File: src/hw/rtl/spq_pkg.sv
// ----------------------------------------------------------------------------
// spq_pkg
// Types, codes and defaults shared by the sorted priority queue modules.
// ----------------------------------------------------------------------------
`default_nettype none

package spq_pkg;

  localparam int unsigned DEPTH_DEF = 16;
  localparam int unsigned VAL_W     = 32;

  // Request kinds.
  localparam logic KIND_PUSH = 1'b0;
  localparam logic KIND_POP  = 1'b1;

  // Result status codes.
  localparam logic [1:0] ST_OK    = 2'd0;
  localparam logic [1:0] ST_FULL  = 2'd1;
  localparam logic [1:0] ST_EMPTY = 2'd2;

  typedef struct packed {
    logic                    kind;
    logic signed [VAL_W-1:0] value;
  } spq_in_t;

  typedef struct packed {
    logic [1:0]              status;
    logic signed [VAL_W-1:0] popped;
  } spq_out_t;

  // Controller to datapath.
  typedef struct packed {
    logic       push;
    logic       pop;
    logic       load;
    logic [1:0] status;
  } spq_cmd_t;

  // Datapath to controller.
  typedef struct packed {
    logic full;
    logic empty;
  } spq_sts_t;

  typedef enum logic {
    CS_IDLE,
    CS_RESULT
  } spq_state_t;

endpackage

`default_nettype wire

File: src/hw/rtl/spq_ctrl.sv
// ----------------------------------------------------------------------------
// spq_ctrl
// Handshake controller: accepts requests, issues push/pop commands to the
// cell array and tracks whether the result register holds an untaken result.
// ----------------------------------------------------------------------------
`default_nettype none

module spq_ctrl
  import spq_pkg::*;
(
  input  wire logic     clk,
  input  wire logic     rst_n,
  input  wire logic     in_valid,
  input  wire logic     in_kind,
  output logic          in_ready,
  output logic          out_valid,
  input  wire logic     out_ready,
  input  wire spq_sts_t sts,
  output spq_cmd_t      cmd
);

  spq_state_t state_r;
  spq_state_t state_nxt;
  logic       accept;

  always_ff @(posedge clk) begin
    if (!rst_n) begin
      state_r <= CS_IDLE;
    end else begin
      state_r <= state_nxt;
    end
  end

  always_comb begin
    state_nxt  = state_r;
    cmd        = '0;
    cmd.status = ST_OK;
    in_ready   = 1'b0;
    out_valid  = 1'b0;
    accept     = 1'b0;
    unique case (state_r)
      CS_IDLE: begin
        in_ready = 1'b1;
      end
      CS_RESULT: begin
        out_valid = 1'b1;
        in_ready  = out_ready;
        if (out_ready) begin
          state_nxt = CS_IDLE;
        end
      end
      default: begin
        state_nxt = CS_IDLE;
      end
    endcase

    accept = in_valid && in_ready;
    if (accept) begin
      state_nxt = CS_RESULT;
      cmd.load  = 1'b1;
      if (in_kind == KIND_PUSH) begin
        if (sts.full) begin
          cmd.status = ST_FULL;
        end else begin
          cmd.push = 1'b1;
        end
      end else begin
        if (sts.empty) begin
          cmd.status = ST_EMPTY;
        end else begin
          cmd.pop = 1'b1;
        end
      end
    end
  end

endmodule

`default_nettype wire

File: src/hw/rtl/spq_dpath.sv
// ----------------------------------------------------------------------------
// spq_dpath
// Shift-cell array kept in descending order (largest in cell 0), the entry
// count and the result register.
// ----------------------------------------------------------------------------
`default_nettype none

module spq_dpath
  import spq_pkg::*;
#(
  parameter int unsigned DEPTH = DEPTH_DEF
) (
  input  wire logic                    clk,
  input  wire logic                    rst_n,
  input  wire logic signed [VAL_W-1:0] in_value,
  input  wire spq_cmd_t                cmd,
  output spq_sts_t                     sts,
  output spq_out_t                     out_data
);

  localparam int unsigned CW = $clog2(DEPTH + 1);

  logic signed [VAL_W-1:0] cell_r [DEPTH];
  logic [DEPTH-1:0]        gt;
  logic [CW-1:0]           count_r;
  logic [CW-1:0]           count_nxt;
  spq_out_t                out_r;

  // A cell keeps its place on push when it holds a value strictly larger
  // than the new one; the new value lands in the first cell that does not.
  for (genvar i = 0; i < DEPTH; i++) begin : g_cell
    logic signed [VAL_W-1:0] cell_nxt;

    assign gt[i] = (CW'(i) < count_r) && (cell_r[i] > in_value);

    always_comb begin
      cell_nxt = cell_r[i];
      if (cmd.push && !gt[i]) begin
        if (i == 0) begin
          cell_nxt = in_value;
        end else if (gt[(i == 0) ? 0 : i-1]) begin
          cell_nxt = in_value;
        end else begin
          cell_nxt = cell_r[(i == 0) ? 0 : i-1];
        end
      end else if (cmd.pop && (i < DEPTH-1)) begin
        cell_nxt = cell_r[(i < DEPTH-1) ? i+1 : i];
      end
    end

    always_ff @(posedge clk) begin
      cell_r[i] <= cell_nxt;
    end
  end

  always_comb begin
    count_nxt = count_r;
    if (cmd.push) begin
      count_nxt = count_r + CW'(1);
    end else if (cmd.pop) begin
      count_nxt = count_r - CW'(1);
    end
  end

  always_ff @(posedge clk) begin
    if (!rst_n) begin
      count_r <= '0;
    end else begin
      count_r <= count_nxt;
    end
  end

  always_ff @(posedge clk) begin
    if (cmd.load) begin
      out_r.status <= cmd.status;
      out_r.popped <= cmd.pop ? cell_r[0] : '0;
    end
  end

  assign sts.full  = (count_r == CW'(DEPTH));
  assign sts.empty = (count_r == '0);
  assign out_data  = out_r;

endmodule

`default_nettype wire

File: src/hw/rtl/sorted_priority_queue.sv
// ----------------------------------------------------------------------------
// sorted_priority_queue
// Priority queue of signed 32-bit values with largest-first removal.
// ----------------------------------------------------------------------------
// Each request on the input channel is either a push of a value or a pop of
// the largest stored value, and each one yields exactly one result transfer
// carrying a status (ok, full or empty) and, for a successful pop, the value
// removed. Values are held in a shift-cell array sorted in descending order,
// so a push compares its value against every cell in parallel and the cells
// below the insertion point move down one place, while a pop moves every cell
// up one place and returns the head. Equal values leave in reverse arrival
// order: a new value goes ahead of stored values equal to it. A request
// is carried out and its result registered at the edge that accepts it, so one
// transfer per cycle is sustained as long as results are taken; the result
// register is the only buffer, and a new request is taken in the same cycle
// the waiting result is taken. A push to a full queue and a pop from an empty
// one change nothing and return a zero value.
`default_nettype none

module sorted_priority_queue
  import spq_pkg::*;
#(
  parameter int unsigned DEPTH = DEPTH_DEF
) (
  input  wire logic     clk,
  input  wire logic     rst_n,
  input  wire logic     in_valid,
  output logic          in_ready,
  input  wire spq_in_t  in_data,
  output logic          out_valid,
  input  wire logic     out_ready,
  output spq_out_t      out_data
);

  // Command and status between the controller and the cell array.
  spq_cmd_t cmd;
  spq_sts_t sts;

  // The controller owns both handshakes and decides, from the full and empty
  // flags, whether an accepted request touches the store.
  spq_ctrl u_ctrl (
    .clk       (clk),
    .rst_n     (rst_n),
    .in_valid  (in_valid),
    .in_kind   (in_data.kind),
    .in_ready  (in_ready),
    .out_valid (out_valid),
    .out_ready (out_ready),
    .sts       (sts),
    .cmd       (cmd)
  );

  // The datapath holds the sorted cells, the entry count and the result.
  spq_dpath #(
    .DEPTH (DEPTH)
  ) u_dpath (
    .clk      (clk),
    .rst_n    (rst_n),
    .in_value (in_data.value),
    .cmd      (cmd),
    .sts      (sts),
    .out_data (out_data)
  );

endmodule

`default_nettype wire

File: config.mk
export PLATFORM = sky130hd
export DESIGN_NAME = sorted_priority_queue
export DESIGN_NICKNAME = d
export VERILOG_FILES = /design/src/hw/rtl/spq_pkg.sv /design/src/hw/rtl/spq_ctrl.sv /design/src/hw/rtl/spq_dpath.sv /design/src/hw/rtl/sorted_priority_queue.sv
export SDC_FILE = /design/constraint.sdc
export NUM_CORES = 2
export LEC_CHECK = 0
export ABC_CLOCK_PERIOD_IN_PS = 7200
export BUFFER_PORTS_ARGS = -buffer_cell sky130_fd_sc_hd__buf_4
export CORE_MARGIN = 3
export CORE_UTILIZATION = 39
export DETAILED_ROUTE_END_ITERATION = 8
export HOLD_SLACK_MARGIN = 0.15
export SLEW_MARGIN = 5
export SYNTH_ARGS = -nofsm -noshare
export SYNTH_HDL_FRONTEND = slang
export SYNTH_HIERARCHICAL = 1
export SYNTH_SLANG_ARGS = --single-unit
File: constraint.sdc
create_clock -name clk -period 7.2 [get_ports clk]
set_input_delay 0.36 -clock clk [delete_from_list [all_inputs] [get_ports clk]]
set_output_delay 0.36 -clock clk [all_outputs]
set_load 0.01 [all_outputs]
Word-level counts from Yosys, hierarchy flattened
Memories as Yosys holds them, arrays and structs flattened.
Cells that the tools add are included.
Word-level totals
  register bits: 40
  word-level logic and storage cells: 153
  bits of input ports: 37
  memories kept: 1
  memory bits (writable): 512
Operators by class
  reductions and logical operators: 51
  multiplexer cells: 61
  bitwise gates (word level): 1
  add/sub/neg operators: 2
  magnitude comparators: 32
  equal/unequal tests: 1
Memories
  u_dpath.cell_r: words 16, width 32, rd ports 16, clocked after Yosys merged registers in 0, wr ports 16, RTL line spq_dpath.sv:23  | logic signed [VAL_W-1:0] cell_r [DEPTH];
Operators by type and width (number)
  $mux W32: 46
  $gt A32 B32 Y1: 16
  $lt A4 B5 Y1 const A: 8
  $logic_and A1 B1 Y1: 33
  $lt A3 B5 Y1 const A: 4
  $logic_not A1 Y1: 16
  $mux W5: 3
  $lt A1 B5 Y1 const A: 2
  $lt A2 B5 Y1 const A: 2
  $mux W1: 9
  $add A5 B1 Y5 const B: 1
  $eq A5 B5 Y1 const B: 1
  $logic_not A5 Y1: 1
  $sub A5 B1 Y5 const B: 1
  $mux W2: 2
  $pmux W1 S2: 1
  $reduce_bool A2 Y1: 1
  $not A1 Y1: 1

Depth between registers and ports, before layout
  depth after elaboration: 6
  gate-level depth with buffers: 14
  mapped depth without buffers: 10

By module
The synthesis kept the hierarchy.
By module, submodules not included
  spq_dpath: instances 1, area each 44106.1 um^2, sequential area each 16495.8 um^2, cells each 4532
  spq_ctrl: instances 1, area each 125.1 um^2, sequential area each 20.0 um^2, cells each 11

Worst setup path before layout
Ideal clock, no wire load.
  path type: input-to-reg
  from: input in_data[31] (netlist name)
  to: memory u_dpath.cell_r[0][0], enable pin
  data required time: 6806 ps
  setup time: 394 ps
  cell stages on the path: 12
  arrival time: 3844 ps
  slack: 2962 ps
  path buffers: 3
  cell sequence: clkbuf_1 > clkbuf_1 > inv_1 > ha_1 > nand4_1 > or2_1 > a211oi_1 > or4b_1 > nor3_4 > o211ai_4 > buf_4 > nand2b_1
RTL lines
  start, declared: RTL line sorted_priority_queue.sv:29  | input wire spq_in_t in_data,
  end, declared: RTL line spq_dpath.sv:23

==> key figures <==
Place
  • Port Buffers: 72
  • HPWL after detailed placement: 125000 um
  • Final RePlAce weighted congestion: 0.924

Route
  • Wire per inst: 29.6 um
  • # DRC: 0
  • Initial DRC Count: 4713
  • Via count: 41973
  • First-pass DRT Iterations: 6
  • DR vias/cell: 7.15
  • Antenna-violating nets left: 0
  • Routed WL: 174000 um

Logic synthesis
  • Seq/Total Area, Yosys: 37.3%
  • Synth area leader: edfxtp_1
  • YS warnings: 6
  • Async set-reset flop share out of synthesis: 0%
  • Ranking of synthesized cells by area: edfxtp_1 (37%), ha_1 (15%), a31oi_1 (13%)
  • Syn Area/Cell: 9.74 um2
  • EDFF count, synth: 546
  • Netlist area before placement: 44200 um2
  • Syn Nets: 5096
  • Top_reg_cell synth: edfxtp_1
  • Register bit total from synthesis: 552
  • Top-area cell type share of the netlist area: 37.1%
  • Post-synth cell types: 64
  • Mapped Cells: 4543

CTS
  • CTS H-tree lvls: 3
  • Number of gates resized after CTS: 0
  • Root buf cell: clkbuf_16
  • CTS sink count: 552
  • TritonCTS clock tree: done
  • Clk buf depth: 3
  • CTS Buf Count: 70
  • Worst skew pair latency: 0.65 ns
  • Postcts setup bufs: 0
  • CTS Hold Bufs: 4
  • Reg clk slew, reported paths: 0.06 ns

Power and ir drop
  • Leak Pwr: 16.2 nW
  • Worst IR Drop VDD: 0.204 mV
  • Pwr dens: 238 nW/um2
  • Total Power: 0.0115 W

Setup path
  • CP Capture Type: flop
  • Most frequent cell on the critical path: inv_1
  • Crit path kind: reg2reg
  • CP Launch Type: flop
  • CP max-delay cell: nor4_1
  • Worst-path cell chain: inv_1 -> ha_1 -> nor4bb_1 -> nor4b_4 -> inv_1 -> nor4_1 -> o31ai_1 -> a221oi_1 -> a22o_1 -> a41o_1 -> buf_4
  • Worst-case reg-to-reg path depth: 11
  • Worst Path Max Fanout: 26
  • Slowest cell delay on critical path: 0.79 ns
  • Crit path DAT: 5.58 ns
  • Critical Path RT: 7.46 ns

Hold path
  • Hold WC Path Type: in2reg
  • Hold Crit Depth: 3

Global routing
  • First-pass GRT wire length: 263000 um
  • Total track usage: 28.7%
  • Largest net degree at the start of global routing: 74
  • Initial antenna violation count: 2
  • Gr ovfl total: 0
  • Vias in the first global route: 41030

Run
  • Max cap viols: 0

Timing
  • Slew Limit Fails: 0
  • Slew headroom: 14.7%
  • Setup_tns: 0 ns
  • Skew final: 0.0350 ns
  • Least-Margin Pin Slew: 1.28 ns
  • Min cycle time layout: 5.31 ns
  • RSZ-0062 raised after global routing: no
  • Hold Slack: 0.207 ns
  • Fin. Hold Viols: 0
  • Achievable frequency: 188 MHz
  • Final Cycle Share: 73.8%
  • Final setup fails: 0

Status
  • Status: completed

Floorplanning
  • Die Y: 343 um
  • CORE AREA: 112000 um2
  • Initial core utilization: 39.6%
  • Area of the die: 117000 um2
  • I/O pins: 73
  • Die Wd: 343 um
  • Site row count: 122

Final layout
  • Area of the multi-input gates: 26000 um2
  • Fill count: 10648
  • Area Overhead vs Synth: 9.60%
  • Nets@finish: 4893
  • Seq. cell area: 16500 um2
  • Share of layout cells above drive strength 1: 11.4%
  • Fin util: 43.4%
==> per-layer routing <==
layer / global-route usage, % / part of all wire [%] / up-vias
met5: 0 / 0 / -
met4: 13.5 / 5.0 / 0
met3: 4.83 / 8.5 / 507
met2: 47.0 / 46 / 2474
met1: 36.7 / 40 / 20546
li1: - / - / 18446
==> worst max-delay path: cells and delay by family (launching register included) <==
kind,cells,cell delay (ns)
adder cells (fa/ha/maj),1,0.24
AO/OA/AOI/OAI,4,1.59
buffers and inverters,3,1.03
AND/OR/NAND/NOR,3,1.37
flip-flops,1,0.69
==> layout make-up <==
cell class | instances | share of cell area, %
diodes | 1 | 0.00516
clock buffers | 86 | 3.78
clock inverters | 31 | 0.436
inverters | 64 | 0.496
multi-input cells | 3416 | 53.6
flip-flops and latches | 552 | 34.1
well taps | 1488 | 3.84
repair buffers | 236 | 3.73
==> path summary, 6_finish.rpt <==
| check | start | to | slack, ns |
|---|---|---|---|
| worst min-delay path | out_ready | u_dpath/out_data[33] | 0.21 |
| worst min register to register | u_dpath/cell_r[0][0] | u_dpath/out_data[0] | 0.62 |
| worst max-delay path | u_dpath/count_r[1] | u_dpath/cell_r[1][241] | 1.89 |
| worst max register to register | u_dpath/count_r[1] | u_dpath/cell_r[1][241] | 1.89 |
==> synthesized netlist by cell type, types with 8 or more instances <==
| library cell | count |
|---|---|
| a31oi_1 | 901 |
| o211ai_1 | 723 |
| edfxtp_1 | 546 |
| ha_1 | 516 |
| clkbuf_1 | 427 |
| a21oi_1 | 224 |
| o21ai_0 | 163 |
| nand3_1 | 158 |
| nand2_1 | 137 |
| nand4_1 | 99 |
| buf_2 | 67 |
| inv_1 | 63 |
| a21o_1 | 45 |
| mux2_2 | 43 |
| nor2_1 | 43 |
| and2_1 | 38 |
| and4_1 | 36 |
| a31oi_2 | 31 |
| mux2_1 | 21 |
| nor2b_1 | 20 |
| a221oi_1 | 18 |
| nor3_1 | 17 |
| a211oi_1 | 15 |
| and3_1 | 15 |
| nand2b_1 | 13 |
| nor4b_1 | 13 |
| or3_1 | 13 |
| or2_2 | 11 |
| o211a_1 | 10 |
| nor4_1 | 9 |
| or4_1 | 9 |
| nor4_2 | 8 |
==> power by group <==
part           internal (W)  switching [W]
combinational       0.00116        0.00245
clock               0.00190        0.00145
sequential          0.00414       0.000434
total               0.00720        0.00434
==> stage by stage <==
| stage | cells | setup WS (ns) | area [um2] |
|---|---|---|---|
| 6_report | 5874 | 1.89 | 48500 |
| 4_1_cts | 5873 | 2.04 | 48500 |
| 3_3_place_gp | 5752 | 1.48 | 46400 |
| 2_1_floorplan | 4543 | 2.96 | 44200 |
| 5_1_grt | 5873 | 1.82 | 48500 |
| 3_5_place_dp | 5752 | 1.43 | 46400 |
==> cells in the final DEF (no fill, tap or decap), types with 21 or more instances in the layout <==
master / synthesis / layout
clkbuf_16: 0 / 71
inv_1: 63 / 63
nand3_1: 158 / 148
and4_1: 36 / 36
mux2_2: 43 / 43
buf_4: 6 / 230
a21o_1: 45 / 45
nor2_1: 43 / 43
nand4_1: 99 / 99
nand2_1: 137 / 137
mux2_1: 21 / 21
o211ai_1: 723 / 723
o21ai_0: 163 / 163
a21oi_1: 224 / 213
a31oi_2: 31 / 56
ha_1: 516 / 516
edfxtp_1: 546 / 546
a31oi_1: 901 / 873
and2_1: 38 / 38
==> cells by family (layout without fill, tap and decap cells) <==
group                    count (synthesis)  count (layout)  synth area share, %
AO/OA/AOI/OAI                         2165            2165                 32.6
AND/OR/NAND/NOR                        669             669                 8.59
buffers and inverters                  575             417                 5.22
flip-flops                             552             552                 37.3
adder cells (fa/ha/maj)                516             516                 14.6
multiplexers                            64              64                 1.63
XOR/XNOR                                 2               2               0.0396
other                                    0               1                    0
==> flip-flops by register name, summed over array words and instances (netlist names) <==
register          count
u_dpath/cell_r      512
u_ctrl/state_r        1
u_dpath/count_r       5
u_dpath/out_data     34
No activity file was read; power rests on OpenSTA's default activity.
